$ cat config.mk
export PLATFORM = sky130hd
export DESIGN_NAME = tlms_rank
export DESIGN_NICKNAME = d
export VERILOG_FILES = /design/src/sv/tlms_pkg.sv /design/src/sv/tlms_rank.sv
export SDC_FILE = /design/constraint.sdc
export NUM_CORES = 1
export LEC_CHECK = 0
export BUFFER_PORTS_ARGS = -buffer_cell sky130_fd_sc_hd__buf_2
export CAP_MARGIN = 15
export CORE_MARGIN = 2
export CORE_UTILIZATION = 35
export DETAILED_ROUTE_END_ITERATION = 16
export PLACE_DENSITY_LB_ADDON = 0.25
export SLEW_MARGIN = 15
export SYNTH_ARGS = -nofsm -noshare
export SYNTH_HDL_FRONTEND = slang
export SYNTH_SLANG_ARGS = --single-unit
$ cat constraint.sdc
create_clock -name clk -period 9.77 [get_ports clk]
set_clock_uncertainty 0.2 [all_clocks]
set_input_delay 0.977 -clock clk [delete_from_list [all_inputs] [get_ports clk]]
set_output_delay 0.977 -clock clk [all_outputs]
set_load 0.02 [all_outputs]
$ cat src/sv/tlms_pkg.sv
// Package for the tile local median subtract block.
// Holds the word types of both channels and the fixed field widths.
// No dependencies.
package tlms_pkg;

  localparam int COORD_W = 8;
  localparam int PIX_W   = 16;
  localparam int RAD_W   = 4;
  localparam int CORR_W  = 17;
  localparam int CNT_W   = 9;

  typedef enum logic {
    ACT_LOAD  = 1'b0,
    ACT_QUERY = 1'b1
  } action_t;

  typedef struct packed {
    action_t                   action;
    logic [COORD_W-1:0]        col;
    logic [COORD_W-1:0]        row;
    logic signed [PIX_W-1:0]   pixel_value;
  } req_t;

  typedef struct packed {
    logic signed [CORR_W-1:0]  corrected;
    logic signed [PIX_W-1:0]   background;
    logic [CNT_W-1:0]          window_count;
  } res_t;

  typedef enum logic [2:0] {
    ST_IDLE,
    ST_CADDR,
    ST_CDATA,
    ST_SWEEP,
    ST_DRAIN,
    ST_FIN
  } rank_state_t;

endpackage

$ cat src/sv/tlms_rank.sv
// Query sequencer: reads the centre pixel, then sweeps the clipped window
// once per result bit and builds the median by radix selection.
// Depends on tlms_pkg.
module tlms_rank import tlms_pkg::*; #(
  parameter int TILE_W     = 194,
  parameter int TILE_H     = 185,
  parameter int MAX_RADIUS = 8,
  localparam int AW        = $clog2(TILE_W * TILE_H)
) (
  input  logic                clk,
  input  logic                rst,
  input  logic                start,
  input  logic [COORD_W-1:0]  col,
  input  logic [COORD_W-1:0]  row,
  input  logic [RAD_W-1:0]    radius,
  output logic                busy,
  output logic                done,
  input  logic                take,
  output res_t                res,
  output logic [AW-1:0]       rd_addr,
  input  logic [PIX_W-1:0]    rd_data
);

  localparam int SW = $clog2(2 * MAX_RADIUS + 2);
  localparam int CW = 2 * SW;
  localparam logic [PIX_W-1:0] SIGN = {1'b1, {(PIX_W-1){1'b0}}};

  rank_state_t state, state_next;

  logic [COORD_W-1:0] qcol, qrow, x0, x1, y0, y1, x, y;
  logic [AW-1:0]      base, base0;
  logic               oot, dis, pend;
  logic [PIX_W-1:0]   centre, prefix, mask, cur;
  logic [CW-1:0]      count, k, c0;

  // Window bounds for a new query.
  logic [RAD_W-1:0]   r_eff;
  logic [COORD_W:0]   col_lo, col_hi, row_lo, row_hi;
  logic [COORD_W-1:0] nx0, nx1, ny0, ny1;
  logic [SW-1:0]      span_x, span_y;

  always_comb begin
    r_eff  = ({1'b0, radius} > 5'(MAX_RADIUS)) ? RAD_W'(MAX_RADIUS) : radius;
    col_lo = {1'b0, col} - {5'd0, r_eff};
    col_hi = {1'b0, col} + {5'd0, r_eff};
    row_lo = {1'b0, row} - {5'd0, r_eff};
    row_hi = {1'b0, row} + {5'd0, r_eff};
    nx0    = ({1'b0, col} < {5'd0, r_eff}) ? '0 : col_lo[COORD_W-1:0];
    ny0    = ({1'b0, row} < {5'd0, r_eff}) ? '0 : row_lo[COORD_W-1:0];
    nx1    = (col_hi > 9'(TILE_W - 1)) ? COORD_W'(TILE_W - 1) : col_hi[COORD_W-1:0];
    ny1    = (row_hi > 9'(TILE_H - 1)) ? COORD_W'(TILE_H - 1) : row_hi[COORD_W-1:0];
    span_x = SW'(nx1 - nx0 + 8'd1);
    span_y = SW'(ny1 - ny0 + 8'd1);
  end

  // The shared multiplier forms the centre address and the first row base.
  logic [COORD_W-1:0] mul_y;
  logic [AW-1:0]      prod;
  assign mul_y = (state == ST_CADDR) ? qrow : y0;
  assign prod  = AW'(mul_y * TILE_W);

  logic [PIX_W-1:0] biased;
  logic             hit, last;
  logic [CW-1:0]    total;
  assign biased = rd_data ^ SIGN;
  assign hit    = pend && (((biased ^ prefix) & mask) == '0) && ((biased & cur) == '0);
  assign total  = c0 + CW'(hit);
  assign last   = (x == x1) && (y == y1);

  always_comb begin
    state_next = state;
    case (state)
      ST_IDLE:  if (start) state_next = ST_CADDR;
      ST_CADDR: state_next = ST_CDATA;
      ST_CDATA: state_next = (oot || dis) ? ST_FIN : ST_SWEEP;
      ST_SWEEP: if (last) state_next = ST_DRAIN;
      ST_DRAIN: state_next = cur[0] ? ST_FIN : ST_SWEEP;
      ST_FIN:   if (take) state_next = ST_IDLE;
      default:  state_next = ST_IDLE;
    endcase
  end

  always_comb begin
    busy    = (state != ST_IDLE);
    done    = (state == ST_FIN);
    rd_addr = (state == ST_CADDR) ? AW'(prod + AW'(qcol)) : AW'(base + AW'(x));
    res     = '0;
    if (!oot) begin
      if (dis) begin
        res.corrected = CORR_W'($signed(centre));
      end else begin
        res.background   = prefix ^ SIGN;
        res.corrected    = CORR_W'($signed(centre)) - CORR_W'($signed(prefix ^ SIGN));
        res.window_count = CNT_W'(count);
      end
    end
  end

  always_ff @(posedge clk) begin
    if (rst) begin
      state <= ST_IDLE;
      pend  <= 1'b0;
    end else begin
      state <= state_next;
      pend  <= (state == ST_SWEEP);
    end
    case (state)
      ST_IDLE: begin
        if (start) begin
          qcol  <= col;
          qrow  <= row;
          x0    <= nx0;
          x1    <= nx1;
          y0    <= ny0;
          y1    <= ny1;
          oot   <= ({1'b0, col} >= 9'(TILE_W)) || ({1'b0, row} >= 9'(TILE_H));
          dis   <= (radius == '0) || (8'(radius) >= 8'(TILE_H / 2));
          count <= CW'(span_x * span_y);
        end
      end
      ST_CDATA: begin
        centre <= rd_data;
        base0  <= prod;
        base   <= prod;
        x      <= x0;
        y      <= y0;
        prefix <= '0;
        mask   <= '0;
        cur    <= SIGN;
        k      <= count >> 1;
        c0     <= '0;
      end
      ST_SWEEP: begin
        if (hit) c0 <= c0 + CW'(1);
        if (x == x1) begin
          x    <= x0;
          y    <= y + 8'd1;
          base <= base + AW'(TILE_W);
        end else begin
          x <= x + 8'd1;
        end
      end
      ST_DRAIN: begin
        // Bit is one when the rank lies above all words with a zero here.
        if (k >= total) begin
          prefix <= prefix | cur;
          k      <= k - total;
        end
        mask <= mask | cur;
        cur  <= cur >> 1;
        c0   <= '0;
        x    <= x0;
        y    <= y0;
        base <= base0;
      end
      default: ;
    endcase
  end

endmodule

# Word level (Yosys, flattened, before mapping)
# Index checks and enable logic that the tools add are counted.
[totals]
input_bits = 40
elab_cells = 118
output_inout_bits = 60
ff_bits = 195
[classes]
muxes = 30
n_addsub = 17
n_reduce_logical = 20
order_cmp = 8
n_eq_ne = 13
multipliers = 2
bitwise_logic = 7
[op_table]
columns = ["op", "count"]
rows = [
  ["case mux 16 bit (2 select lines)", 3],
  ["2-to-1 mux 8 bit", 7],
  ["2-to-1 mux 16 bit", 3],
  ["case mux 16 bit (3 select lines)", 1],
  ["2-to-1 mux 42 bit", 1],
  ["case mux 10 bit (2 select lines)", 2],
  ["adder 16 x 8 -> 16 bit", 2],
  ["bitwise AND 16 bit", 2],
  ["zero test 16 bit", 2],
  ["bitwise OR 16 bit", 2],
  ["case mux 8 bit (2 select lines)", 2],
  ["2-to-1 mux 25 bit", 1],
  ["2-to-1 mux 10 bit", 2],
  ["adder 8 x 4 -> 9 bit", 2],
  ["> comparator 9 x 8 -> 1 bit (second input constant)", 2],
  ["case mux 3 bit (6 select lines)", 1],
  ["2-to-1 mux 17 bit", 1],
  ["subtractor 16 x 16 -> 17 bit", 1],
  ["adder 16 x 8 -> 16 bit (second input constant)", 1],
  ["adder 8 x 1 -> 8 bit (second input constant)", 2],
  ["equality test 8 bit", 2],
  ["greater-or-equal comparator 8 bit (second input constant)", 2],
  ["less-than comparator 8 x 4 -> 1 bit", 2],
  ["subtractor 8 x 4 -> 8 bit", 2],
  ["27 further kinds", 49],
]

# Depth between registers and ports, before layout
# Gate-level depths: netlist of the first run.
[depth]
ltp_word = 10
mapped_depth = 31
mapped_depth_nobuf = 31

# Worst setup path before layout of the first run
# OpenSTA, ideal clock, no wires.
[synth_timing]
kind = "input port to flip-flop"
start = "in radius[0]"
end = "reg count[9] (data pin)"
setup_slack_ps = 2066
arrival_ps = 7238
required_time_ps = 9304
setup_ps = 266
n_path_buf = 0
stages = 31
path_cell_list = "nor2b_1 ha_1 inv_1 fa_1 o21ba_2 o21ai_2 nand2_1 and3_1 a21o_1 o21bai_4 or2_1 ha_1 inv_1 ha_1 a21o_1 a21oi_1 xnor2_1 xnor2_2 xnor2_2 or2_1 fa_1 fa_1 fa_1 inv_1 ha_1 a21oi_1 nor2b_1 o21a_1 nor4_1 nor3_1 xor2_1"
[synth_via]
elab_chain_cells = 8
word_cells_on_any_way = 19
classes_between = "8 x add/sub; 1 x mul; 5 x order compare; 5 x mux"
[synth_rtl]
columns = ["element", "line_no", "source"]
rows = [
  ["start, declared", "tlms_rank.sv:15", "input logic [RAD_W-1:0] radius,"],
  ["> comparator 4 bit", "tlms_rank.sv:43", "r_eff = ({1'b0, radius} > 5'(MAX_RADIUS)) ? RAD_W'(MAX_RADIUS) : radius;"],
  ["2-to-1 mux 4 bit (*)", "tlms_rank.sv:43", ""],
  ["adder 8 x 4 -> 9 bit, on equally long branches", "tlms_rank.sv:45, tlms_rank.sv:47", ""],
  ["> comparator 9 x 8 -> 1 bit, on equally long branches", "tlms_rank.sv:50, tlms_rank.sv:51", ""],
  ["2-to-1 mux 8 bit, on equally long branches", "tlms_rank.sv:50, tlms_rank.sv:51", ""],
  ["subtractor 5 bit, on equally long branches", "tlms_rank.sv:52, tlms_rank.sv:53", ""],
  ["adder 5 x 1 -> 5 bit, on equally long branches", "tlms_rank.sv:52, tlms_rank.sv:53", ""],
  ["multiplier 5 x 5 -> 10 bit (*)", "tlms_rank.sv:118", "count <= CW'(span_x * span_y);"],
  ["end signal, assigned", "tlms_rank.sv:118", ""],
  ["end, declared", "tlms_rank.sv:34", "logic [CW-1:0] count, k, c0;"],
]
# Mark *: on every way between the ends. The rest lies on a longest branch, timed or not.
# A chain may end at the register's enable or synchronous reset.

# Worst setup path in the final report of the first run
[layout_timing]
start = "in radius[3]"
end = "reg count[9] (data pin)"
[layout_via]
elab_chain_cells = 8
word_cells_on_any_way = 19
classes_between = "8 x add/sub; 1 x mul; 5 x order compare; 5 x mux"
[layout_rtl]
columns = ["element", "line_no", "source"]
rows = [
  ["> comparator 4 bit", "tlms_rank.sv:43", ""],
  ["2-to-1 mux 4 bit (*)", "tlms_rank.sv:43", ""],
  ["adder 8 x 4 -> 9 bit (*)", "tlms_rank.sv:47", "row_hi = {1'b0, row} + {5'd0, r_eff};"],
  ["> comparator 9 x 8 -> 1 bit", "tlms_rank.sv:51", "ny1 = (row_hi > 9'(TILE_H - 1)) ? COORD_W'(TILE_H - 1) : row_hi[COORD_W-1:0];"],
  ["2-to-1 mux 8 bit (*)", "tlms_rank.sv:51", ""],
  ["named net ny1[2]", "tlms_rank.sv:39", "logic [COORD_W-1:0] nx0, nx1, ny0, ny1;"],
  ["subtractor 5 bit (*)", "tlms_rank.sv:53", "span_y = SW'(ny1 - ny0 + 8'd1);"],
  ["adder 5 x 1 -> 5 bit (*)", "tlms_rank.sv:53", ""],
  ["multiplier 5 x 5 -> 10 bit (*)", "tlms_rank.sv:118", ""],
]
# Mark *: on every way through the listed nets, which the timed path passes. The rest lies on a longest branch.

==> results of run 1 <==
==> critical path: cells and delay by family <==
| kind | cells | cell delay [ns] |
|---|---|---|
| AOI/OAI and AO/OA | 8 | 1.53 |
| xor gates and xnor gates | 4 | 0.60 |
| adders and majority gates | 8 | 3.14 |
| buffers and inverters | 3 | 0.22 |
| and+or+nand+nor | 8 | 1.36 |
==> registers in the layout, summed over array words and instances (netlist names), 10 cells and up <==
signal	cells
prefix	16
k	10
mask	16
cur	16
centre	16
count	10
base0	15
base	15
c0	10
==> cell families after synthesis <==
group                      Yosys count  synth area share, %
buffers and inverters              134                 3.77
adders and majority gates          150                 14.8
muxes                               23                 1.83
and+or+nand+nor                    472                 16.1
AOI/OAI and AO/OA                  250                 11.9
DFF                                194                 42.2
xor gates and xnor gates           143                 9.46
==> placed cells by master (no fill, tap or decap), types with 9 or more instances in the layout <==
cell type	Yosys	final
sky130_fd_sc_hd__a21o_1	15	15
sky130_fd_sc_hd__a21oi_1	69	69
sky130_fd_sc_hd__a22oi_1	20	20
sky130_fd_sc_hd__and2_1	39	39
sky130_fd_sc_hd__and3_1	9	9
sky130_fd_sc_hd__buf_2	8	99
sky130_fd_sc_hd__clkbuf_16	0	17
sky130_fd_sc_hd__edfxtp_1	190	190
sky130_fd_sc_hd__fa_1	20	20
sky130_fd_sc_hd__ha_1	130	130
sky130_fd_sc_hd__inv_1	91	90
sky130_fd_sc_hd__mux2_2	13	13
sky130_fd_sc_hd__mux2i_1	9	9
sky130_fd_sc_hd__nand2_1	96	96
sky130_fd_sc_hd__nand2b_1	9	9
sky130_fd_sc_hd__nand3_1	45	45
sky130_fd_sc_hd__nand4_1	18	18
sky130_fd_sc_hd__nor2_1	184	183
sky130_fd_sc_hd__nor2b_1	24	23
sky130_fd_sc_hd__nor3_1	17	17
sky130_fd_sc_hd__o21a_1	14	14
sky130_fd_sc_hd__o21ai_0	58	58
sky130_fd_sc_hd__xnor2_1	61	61
sky130_fd_sc_hd__xor2_1	76	76
==> layout make-up <==
| type | instances | area, um2 |
|---|---|---|
| clock buffer | 18 | 429 |
| clock inverter | 14 | 144 |
| sequential | 194 | 5790 |
| fill | 3789 | 23300 |
| timing repair buffer | 105 | 541 |
| inverter | 92 | 345 |
| multi-input combinational | 1038 | 7450 |
| tap | 518 | 648 |
==> through the flow <==
step / hold WS, ns / worst slack, ns
floorplan: 0.296 / 2.07
global placement: 0.329 / 1.66
detailed placement: 0.336 / 1.50
CTS: 0.352 / 1.98
global route: 0.378 / 1.48
finish: 0.352 / 1.93
==> power breakdown <==
group / internal [mW] / leakage (nW) / switching, mW
registers: 1.26 / 1.81 / 0.167
logic: 1.09 / 4.19 / 1.51
clock network: 0.340 / 0.274 / 0.350
total: 2.69 / 6.27 / 2.03
==> worst paths after layout <==
path | startpoint | endpoint | slack, ns | cells past startpoint
worst max-delay path | radius[3] | count[9]$_DFFE_PP_ | 1.93 | 31
worst min-delay path | base0[1]$_DFFE_PP_ | base[1]$_DFFE_PP_ | 0.35 | 1
worst max register to register | prefix[5]$_SDFFCE_PP0P_ | prefix[8]$_SDFFCE_PP0P_ | 4.39 | 16
worst min register to register | base0[1]$_DFFE_PP_ | base[1]$_DFFE_PP_ | 0.35 | 1
==> layer usage <==
| layer | vias up | track usage [%] |
|---|---|---|
| li1 | 5006 | - |
| met1 | 4768 | 21.6 |
| met2 | 170 | 27.8 |
| met3 | 20 | 1.98 |
| met4 | 0 | 3.99 |
| met5 | - | 0 |
==> implementation parameters, run 1 <==
Parameter                              Value

Status
  Run status ... complete, no violations

Clocking
  TritonCTS clock tree ... yes
  Post-CTS Setup Bufs ... 0
  Number of cells upsized or downsized after cts ... 0
  Largest buffer count on any clock path ... 2
  Total number of clock tree sinks ... 194
  Count of hold buffers inserted by post-cts repair ... 0
  Root cell of the clock tree ... sky130_fd_sc_hd__clkbuf_16
  Latest clock arrival within the worst-skew pair ... 0.44 ns
  H-tree levels ... 4
  CTS Buf Count ... 17
  Worst-path clk slew ... 0.08 ns

Logic synthesis
  Most used standard cell by instance count after synthesis ... sky130_fd_sc_hd__edfxtp_1
  Most area-hungry cell type in the Yosys netlist ... sky130_fd_sc_hd__edfxtp_1
  Post-synthesis cell area ... 13700 um2
  Synth top area cells ... sky130_fd_sc_hd__edfxtp_1 42%, sky130_fd_sc_hd__ha_1 12%, sky130_fd_sc_hd__nor2_1 5.0%
  EDFF count, synth ... 190
  Leading post-synthesis cells by instance count ... 190 x sky130_fd_sc_hd__edfxtp_1, 184 x sky130_fd_sc_hd__nor2_1, 130 x sky130_fd_sc_hd__ha_1
  Area fraction of the dominant cell type after synthesis ... ~42%
  Flop and latch count out of synthesis ... 194
  Async S/R FF share, synth ... 0%
  Mean instance size in the synthesized netlist ... 10.0 um2
  YS warnings ... 0
  Instance count of the mapped netlist ... between 1000 and 1500
  Part of the Yosys area used for sequential elements ... a little over two fifths
  Number of nets in the synthesized netlist ... 1556
  Cell variety after synth ... 74
  Top flip-flop cell by instance count after synthesis ... sky130_fd_sc_hd__edfxtp_1

Route
  Number of design rule violations left after detail routing ... 0
  Top layer reached by signal wires ... met4
  Post-detailed-route count of antenna-violating nets ... 0
  Detailed-route wire length per cell ... 16.4 um
  Number of detailed-route iterations in the first pass ... 5
  Average via count per standard cell ... 5.03
  Met3 wirelength from detailed routing ... 930 um
  Routed Wire Length ... 32400 um
  Drt first-iter violations ... 593
  Via count ... approximately 10000
  WL met2 ... between 15000 and 20000 um
  Wire length the detailed router placed on met1 ... ~15000 um

Layout
  Layout Utilization ... between 30 and 40%
  Area growth from synthesis to layout ... 11.8%
  Count of antenna diodes in the layout ... 0
  Count of placed standard cells in the final layout, fillers left out ... ~2000
  Cell area after layout ... 15300 um2
  Share of layout cells above drive strength 1 ... approximately an eighth
  Final-stage net count ... between 1500 and 2000

Global route
  Wire length of the first global-routing pass ... approximately 53000 um
  Number of global-route vias before repair ... 9930
  Final global-route overflow total ... 0
  Antenna violations before repair ... 1
  Maximum number of pins on one net before global-route repair ... 61
  Overall routing resource usage ... 16.2%

Setup path
  Worst EP arrival ... between 7 and 8 ns
  Type of the setup path with the least slack ... primary input to flop
  Startpoint Class ... primary input
  Maximum fanout along the worst path ... 7
  Peak per-stage delay on the critical path ... roughly 0.54 ns
  Data required time at the worst endpoint ... 9.76 ns
  Max stage delay cell, worst path ... sky130_fd_sc_hd__fa_1
  CP endpoint kind ... flop

Power
  Power per cell area ... 307 nW/um2
  Leakage component of the power ... 6.27 nW
  Final Power ... 4.72 mW
  Worst VDD drop ... around 0.00015 V

Timing
  Slew Limit Fails ... 0
  Final setup TNS ... 0 ns
  Crit share post-route ... 80.2%
  Crit path time final ... 7.84 ns
  Unrepaired setup endpoints after global routing ... no
  Relative slew margins ... 23.8%
  Hold violation count in the final report ... 0
  Worst Tran Pin Value ... 1.14 ns
  Final setup violating endpoints ... 0
  FMAX ... 128 MHz

Floorplanning
  Core box area ... 38600 um2
  Die width ... about 200 um
  Starting density of the core ... 35.5%
  Total number of placement rows ... 72
  Total Die Area ... 40800 um2
  Top-level port count ... 100
  Die span in y ... between 200 and 250 um

Min path
  Worst hold path type ... flop to flop

Place
  Inst Count DP ... ~1900
  PortBufs ... 99
  Final weighted congestion of routability-driven global placement ... around 0.85
  Post-DP HPWL ... 24600 um
  Area after detailed placement ... 14800 um2

Flow run
  Number of maximum-capacitance violations ... 0
Note: power is estimated with default switching activity, not from simulation.
==> run 2: changes to the inputs <==
clock period = 6.5 ns   (was 9.77 ns; I/O delays follow)
==> run 2 against run 1 <==
Effect of this change:
- the run now ends with negative setup slack left
- die area is the same
- worst hold slack worse by 0.12 ns
- routed wire length rose by 0.23%
- register-to-register slack got worse by 3.1 ns
- sequential share of layout area down 2.1 points
- via count rose by 4.0%
- count of clock-buffer cells in the layout is 3 higher
- critical path type unchanged
- highest routed layer unchanged
==> implementation parameters, run 2 (synthesized netlist as in run 1, its figures left out) <==
Parameter                              Value

Status
  Run status ... finished with violations
  Violated checks ... negative setup slack

Place
  Final weighted congestion of routability-driven global placement ... 0.846 (-0.35%)
  PortBufs ... 99 (unchanged)
  Post-DP HPWL ... 25300 um (+2.9%)
  Placement Setup Slack ... -0.762 ns (-2.26 ns)

Route
  Drt first-iter violations ... 674 (+14%)
  Number of detailed-route iterations in the first pass ... 7 (+2)
  Number of design rule violations left after detail routing ... 0 (unchanged)
  Detailed-route wire length per cell ... 15.6 um (-4.6%)
  Via count ... 10400 (+4.0%)
  Average via count per standard cell ... 4.98 (-1.1%)
  Post-detailed-route count of antenna-violating nets ... 0 (unchanged)
  Routed Wire Length ... 32500 um (+0.23%)

Clocking
  Worst-path clk slew ... 0.07 ns (about the same)
  Latest clock arrival within the worst-skew pair ... 0.44 ns (about the same)
  Largest buffer count on any clock path ... 2 (unchanged)
  H-tree levels ... 4 (unchanged)
  Total number of clock tree sinks ... 194 (unchanged)
  Count of hold buffers inserted by post-cts repair ... 0 (unchanged)
  Root cell of the clock tree ... sky130_fd_sc_hd__clkbuf_16
  CTS Buf Count ... 17 (unchanged)
  TritonCTS clock tree ... yes

Power
  Leakage component of the power ... 6.77 nW (+8.0%)
  Final Power ... 7.71 mW (+63%)
  Worst VDD drop ... 0.000257 V (+69%)
  Power per cell area ... 474 nW/um2 (+54%)

Setup path
  Type of the setup path with the least slack ... primary input to flop
  Most used cell along the critical path ... sky130_fd_sc_hd__ha_4
  Data required time at the worst endpoint ... 6.49 ns (-3.27 ns)
  Maximum fanout along the worst path ... 5 (-2)
  Kind of cell adding the most delay to the critical path ... adder cells
  Combined buffer and inverter count along the critical path ... 4 (+1)
  Max stage delay cell, worst path ... sky130_fd_sc_hd__fa_1
  Startpoint Class ... primary input
  Worst EP arrival ... 6.52 ns (-1.31 ns)
  Peak per-stage delay on the critical path ... 0.53 ns (about the same)
  CP endpoint kind ... flop

Layout
  Final-stage net count ... 1739 (+6.2%)
  Leading cell types in the layout, fill and taps excluded ... 190 x sky130_fd_sc_hd__edfxtp_1, 181 x sky130_fd_sc_hd__nor2_1, 124 x sky130_fd_sc_hd__ha_1
  Layout Utilization ... 42.1% (+2.4 points)
  Count of antenna diodes in the layout ... 0 (unchanged)
  Area growth from synthesis to layout ... 18.5%
  Number of fillers in the final layout ... 3740 (-1.3%)
  Share of layout cells above drive strength 1 ... 19.3% (+7.0 points)
  Most common library cell in the layout ignoring fill and taps ... sky130_fd_sc_hd__edfxtp_1

Floorplanning
  Starting density of the core ... 35.5% (unchanged)
  Total Die Area ... 40800 um2 (unchanged)
  Die span in y ... 202 um (unchanged)
  Top-level port count ... 100 (unchanged)
  Die width ... 202 um (unchanged)
  Total number of placement rows ... 72 (unchanged)
  Core box area ... 38600 um2 (unchanged)

Global route
  Number of global-route vias before repair ... 10400 (+4.9%)
  Antenna violations before repair ... 2 (+1)
  Final global-route overflow total ... 0 (unchanged)
  Wire length of the first global-routing pass ... 53400 um (+1.1%)
  Overall routing resource usage ... 16.2% (+0.060 points)
  Maximum number of pins on one net before global-route repair ... 61 (unchanged)

Timing
  FMAX ... ~150 MHz
  Worst Tran Pin Value ... 1.08 ns (-0.0571 ns)
  Final setup TNS ... -0.0316 ns (-0.0316 ns)
  Final setup violating endpoints ... 1 (+1)
  Crit share post-route ... 100%
  Slew Limit Fails ... 0 (unchanged)
  Hold violation count in the final report ... 0 (unchanged)
  Worst setup slack after layout ... -0.0316 ns (-1.96 ns)
  Unrepaired setup endpoints after global routing ... yes
  Final Hold Slack ... 0.233 ns (-0.119 ns)
  Crit path time final ... between 6 and 7 ns
  Relative slew margins ... 27.6% (+3.8 points)

Min path
  Worst hold path type ... primary input to flop

Flow run
  Number of maximum-capacitance violations ... 0 (unchanged)
run 2: routing by layer:
metal,share of wire (%),global-route usage [%]
met1,47,21.6
met2,49,27.8
met3,3.4,2.13
met4,1.4,4.07
met5,0,0
run 2: repair_timing:
item / in CTS / in global routing
cloned: 0 / 0
endpoints found under the setup margin: 4 / 4
endpoints found under the hold margin: 0 / 0
resized for setup: 8 / 9
setup buffers: 1 / 3
pin swaps: 29 / 12
run 2: layout make-up:
class                           instances  area [um2]  area share (%)
Clock inverter                         11         103           0.631
Inverter                               92         349            2.15
Sequential cell                       194        5790            35.6
Timing Repair Buffer                  206        1320            8.13
Clock buffer                           21         440            2.71
Tap cell                              518         648            3.99
Multi-Input combinational cell       1038        7610            46.8
run 2: final timing paths:
path | to | cells after the start | slack [ns] | startpoint
worst min-delay path | centre[0]$_DFFE_PP_ | 1 | 0.23 | rd_data[0]
worst max-delay path | count[9]$_DFFE_PP_ | 32 | -0.03 | radius[3]
worst max register to register | prefix[9]$_SDFFCE_PP0P_ | 16 | 1.31 | prefix[15]$_SDFFCE_PP0P_
worst min register to register | base[8]$_DFFE_PP_ | 2 | 0.34 | base0[8]$_DFFE_PP_
run 2: worst reg2reg max path, cell delays in order (launching register included):
cell,delay [ns]
sky130_fd_sc_hd__edfxtp_1,0.47
sky130_fd_sc_hd__xnor2_1,0.19
sky130_fd_sc_hd__a222oi_1,0.39
sky130_fd_sc_hd__nand3_1,0.13
sky130_fd_sc_hd__nor4_1,0.71
sky130_fd_sc_hd__ha_1,0.33
sky130_fd_sc_hd__ha_1,0.24
sky130_fd_sc_hd__nand3_1,0.11
sky130_fd_sc_hd__xor2_1,0.21
sky130_fd_sc_hd__ha_1,0.33
sky130_fd_sc_hd__o21a_1,0.20
sky130_fd_sc_hd__a21oi_1,0.24
sky130_fd_sc_hd__o21bai_1,0.10
sky130_fd_sc_hd__a21oi_1,0.23
sky130_fd_sc_hd__a21oi_1,0.10
sky130_fd_sc_hd__o31a_1,0.44
sky130_fd_sc_hd__buf_4,0.31
run 2: per-stage QoR:
stage | area (um2) | std cells
2_1_floorplan | 13800 | 1366
3_3_place_gp | 15600 | 2044
3_5_place_dp | 15600 | 2044
4_1_cts | 16200 | 2077
5_1_grt | 16300 | 2080
6_report | 16300 | 2080
run 2: report_power, final:
group          internal [mW]  leakage [nW]  switching, mW
Sequential              1.90          1.81          0.241
Combinational           2.14          4.71           2.44
Clock                  0.531         0.255          0.461
==> run 3: changes to the inputs <==
CTS_CLUSTER_DIAMETER = 200   (was unset)
MAX_ROUTING_LAYER = met4   (was unset)
==> run 3 against run 2 <==
Effect of this change:
- the flow still finishes with violations (negative setup slack)
- routed wire length is 1.3% higher
- design area is 0.95% higher
- first-iteration DRC count is 2.2% lower
- die area stayed put
- largest power group unchanged
- sequential cell count stayed put
- non-clock buffer count is 9 higher
- worst hold slack worse by 0.0028 ns
- combinational power hardly changed
- clock power is 10% higher
- via count is 0.12% lower
- critical endpoint unchanged
- count of clock-buffer cells in the layout stayed put
- register-to-register slack better by 0.08 ns
==> implementation parameters, run 3 (synthesized netlist as in run 1, its figures left out) <==
Parameter                              Value

Setup path
  Data required time at the worst endpoint ... 6.50 ns (about the same)
  Kind of cell adding the most delay to the critical path ... adder cells
  Maximum fanout along the worst path ... 5 (unchanged)
  Combined buffer and inverter count along the critical path ... 4 (unchanged)
  Worst EP arrival ... 6.59 ns (+0.07 ns)
  Max stage delay cell, worst path ... sky130_fd_sc_hd__fa_1
  CP endpoint kind ... flop
  Peak per-stage delay on the critical path ... 0.53 ns (about the same)
  Type of the setup path with the least slack ... primary input to flop
  Startpoint Class ... primary input
  Most used cell along the critical path ... sky130_fd_sc_hd__ha_4

Place
  Final weighted congestion of routability-driven global placement ... 0.837 (-1.2%)
  Post-DP HPWL ... 25600 um (+0.98%)
  Area after detailed placement ... 15600 um2 (+0.19%)
  PortBufs ... 99 (unchanged)

Floorplanning
  Total number of placement rows ... 72 (unchanged)
  Total Die Area ... 40800 um2 (unchanged)
  Die width ... 202 um (unchanged)
  Starting density of the core ... 35.5% (unchanged)
  Die span in y ... 202 um (unchanged)
  Core box area ... 38600 um2 (unchanged)
  Top-level port count ... 100 (unchanged)

Timing
  Worst setup slack after layout ... -0.0901 ns (-0.0585 ns)
  Crit path time final ... 6.59 ns (+0.0585 ns)
  Relative slew margins ... 25.7% (-1.9 points)
  Unrepaired setup endpoints after global routing ... yes
  Final Hold Slack ... 0.231 ns (-0.00281 ns)
  Hold violation count in the final report ... 0 (unchanged)
  Final setup violating endpoints ... 1 (unchanged)
  Slew Limit Fails ... 0 (unchanged)
  Crit share post-route ... 101% (+0.90 points)
  Final setup TNS ... -0.0901 ns (-0.0585 ns)
  Worst Tran Pin Value ... 1.11 ns (+0.0277 ns)
  FMAX ... 152 MHz (-0.89%)

Route
  Post-detailed-route count of antenna-violating nets ... 0 (unchanged)
  Drt first-iter violations ... 659 (-2.2%)
  Routed Wire Length ... 32900 um (+1.3%)
  Average via count per standard cell ... 4.95 (-0.55%)
  Via count ... 10300 (-0.12%)
  Number of design rule violations left after detail routing ... 0 (unchanged)
  Number of detailed-route iterations in the first pass ... 5 (-2)
  Detailed-route wire length per cell ... 15.8 um (+0.86%)

Layout
  Area growth from synthesis to layout ... 19.7%
  Cell area after layout ... 16400 um2 (+0.95%)
  Count of antenna diodes in the layout ... 0 (unchanged)
  Number of fillers in the final layout ... 3740 (unchanged)
  Leading cell types in the layout, fill and taps excluded ... 190 x sky130_fd_sc_hd__edfxtp_1, 182 x sky130_fd_sc_hd__nor2_1, 122 x sky130_fd_sc_hd__ha_1
  Final-stage net count ... 1748 (+0.52%)
  Most common library cell in the layout ignoring fill and taps ... sky130_fd_sc_hd__edfxtp_1
  Layout Utilization ... 42.5% (+0.40 points)
  Share of layout cells above drive strength 1 ... 20.2% (+0.97 points)

Clocking
  Count of hold buffers inserted by post-cts repair ... 0 (unchanged)
  CTS Buf Count ... 17 (unchanged)
  Total number of clock tree sinks ... 194 (unchanged)
  Largest buffer count on any clock path ... 2 (unchanged)
  Latest clock arrival within the worst-skew pair ... 0.44 ns (about the same)
  Worst-path clk slew ... 0.07 ns (about the same)
  H-tree levels ... 4 (unchanged)
  Root cell of the clock tree ... sky130_fd_sc_hd__clkbuf_16
  TritonCTS clock tree ... yes

Flow run
  Number of maximum-capacitance violations ... 0 (unchanged)

Global route
  Wire length of the first global-routing pass ... 54100 um (+1.5%)
  Final global-route overflow total ... 0 (unchanged)
  Antenna violations before repair ... 0 (-2)
  Overall routing resource usage ... 17.0% (+0.76 points)
  Maximum number of pins on one net before global-route repair ... 61 (unchanged)
  Number of global-route vias before repair ... 10500 (+0.81%)

Status
  Violated checks ... negative setup slack
  Run status ... finished with violations

Power
  Power per cell area ... 477 nW/um2 (+0.66%)
  Leakage component of the power ... 6.87 nW (+1.3%)
  Worst VDD drop ... 0.000303 V (+18%)

Min path
  Worst hold path type ... primary input to flop
-- run 3: changes by cell type in the layout (fill, tap and decap cells not counted), moves of 2 or more --
cell                         before  now
sky130_fd_sc_hd__buf_4          105  115
sky130_fd_sc_hd__clkinvlp_4       4    0
sky130_fd_sc_hd__bufinv_16        1    3
sky130_fd_sc_hd__clkinv_1         2    0
sky130_fd_sc_hd__clkinv_2         1    3
sky130_fd_sc_hd__fa_1            19   17
sky130_fd_sc_hd__fa_2             1    3
sky130_fd_sc_hd__ha_1           124  122
-- run 3: path summary, 6_finish.rpt --
path / from / end / slack [ns] / cells after the start
max: radius[3] / count[9]$_DFFE_PP_ / -0.09 / 32
min: rd_data[12] / centre[12]$_DFFE_PP_ / 0.23 / 1
max reg2reg: prefix[5]$_SDFFCE_PP0P_ / prefix[8]$_SDFFCE_PP0P_ / 1.39 / 16
min reg2reg: base0[8]$_DFFE_PP_ / base[8]$_DFFE_PP_ / 0.35 / 2
-- run 3: report_power, final --
group	leakage (nW)	total, mW	switching (mW)	internal [mW]
Clock	0.299	1.09	0.471	0.622
Combinational	4.76	4.60	2.45	2.15
Sequential	1.81	2.14	0.245	1.90
Total	6.87	7.83	3.16	4.67
-- run 3: area by class of cell --
type | instances | area (um2) | share of cell area (%)
clock inverter | 11 | 154 | 0.937
inverter | 92 | 345 | 2.10
clock buffer | 21 | 450 | 2.74
sequential | 194 | 5790 | 35.2
timing repair buffer | 215 | 1390 | 8.44
tap | 518 | 648 | 3.95
multi-input combinational | 1038 | 7650 | 46.6
-- run 3: metal layers --
layer	global-route usage [%]	vias to the layer above	wire length, um
li1	-	5213	-
met1	22.1	4908	15300
met2	27.8	194	15800
met3	2.13	32	1180
met4	5.04	0	620
met5	-	-	0
-- run 3: timing repair --
item / CTS / global route
resized for setup: 7 / 15
buffers inserted: 4 / 5
setup endpoints to repair: 4 / 4
pin swaps: 29 / 21
-- run 3: worst reg2reg max path, stage by stage, from the launching register on --
cell	delay [ns]
sky130_fd_sc_hd__edfxtp_1	0.44
sky130_fd_sc_hd__xor2_1	0.18
sky130_fd_sc_hd__a222oi_1	0.37
sky130_fd_sc_hd__nand3_1	0.12
sky130_fd_sc_hd__nor4_1	0.70
sky130_fd_sc_hd__ha_1	0.33
sky130_fd_sc_hd__ha_1	0.25
sky130_fd_sc_hd__nand3_1	0.12
sky130_fd_sc_hd__xor2_1	0.17
sky130_fd_sc_hd__ha_1	0.35
sky130_fd_sc_hd__o21a_1	0.20
sky130_fd_sc_hd__a21oi_1	0.24
sky130_fd_sc_hd__o21bai_1	0.10
sky130_fd_sc_hd__a21oi_1	0.23
sky130_fd_sc_hd__a21oi_1	0.10
sky130_fd_sc_hd__o31a_1	0.44
sky130_fd_sc_hd__buf_4	0.30
-- run 3: through the flow --
stage | total power [mW] | setup slack [ns] | std cells
final | 7.83 | -0.0901 | 2089
after CTS | 7.75 | -0.123 | 2084
after global routing | 8.54 | -0.361 | 2089
after detailed placement | 6.61 | -0.746 | 2048
after global placement | 6.56 | -0.653 | 2048
after floorplan | 5.21 | -0.539 | 1366
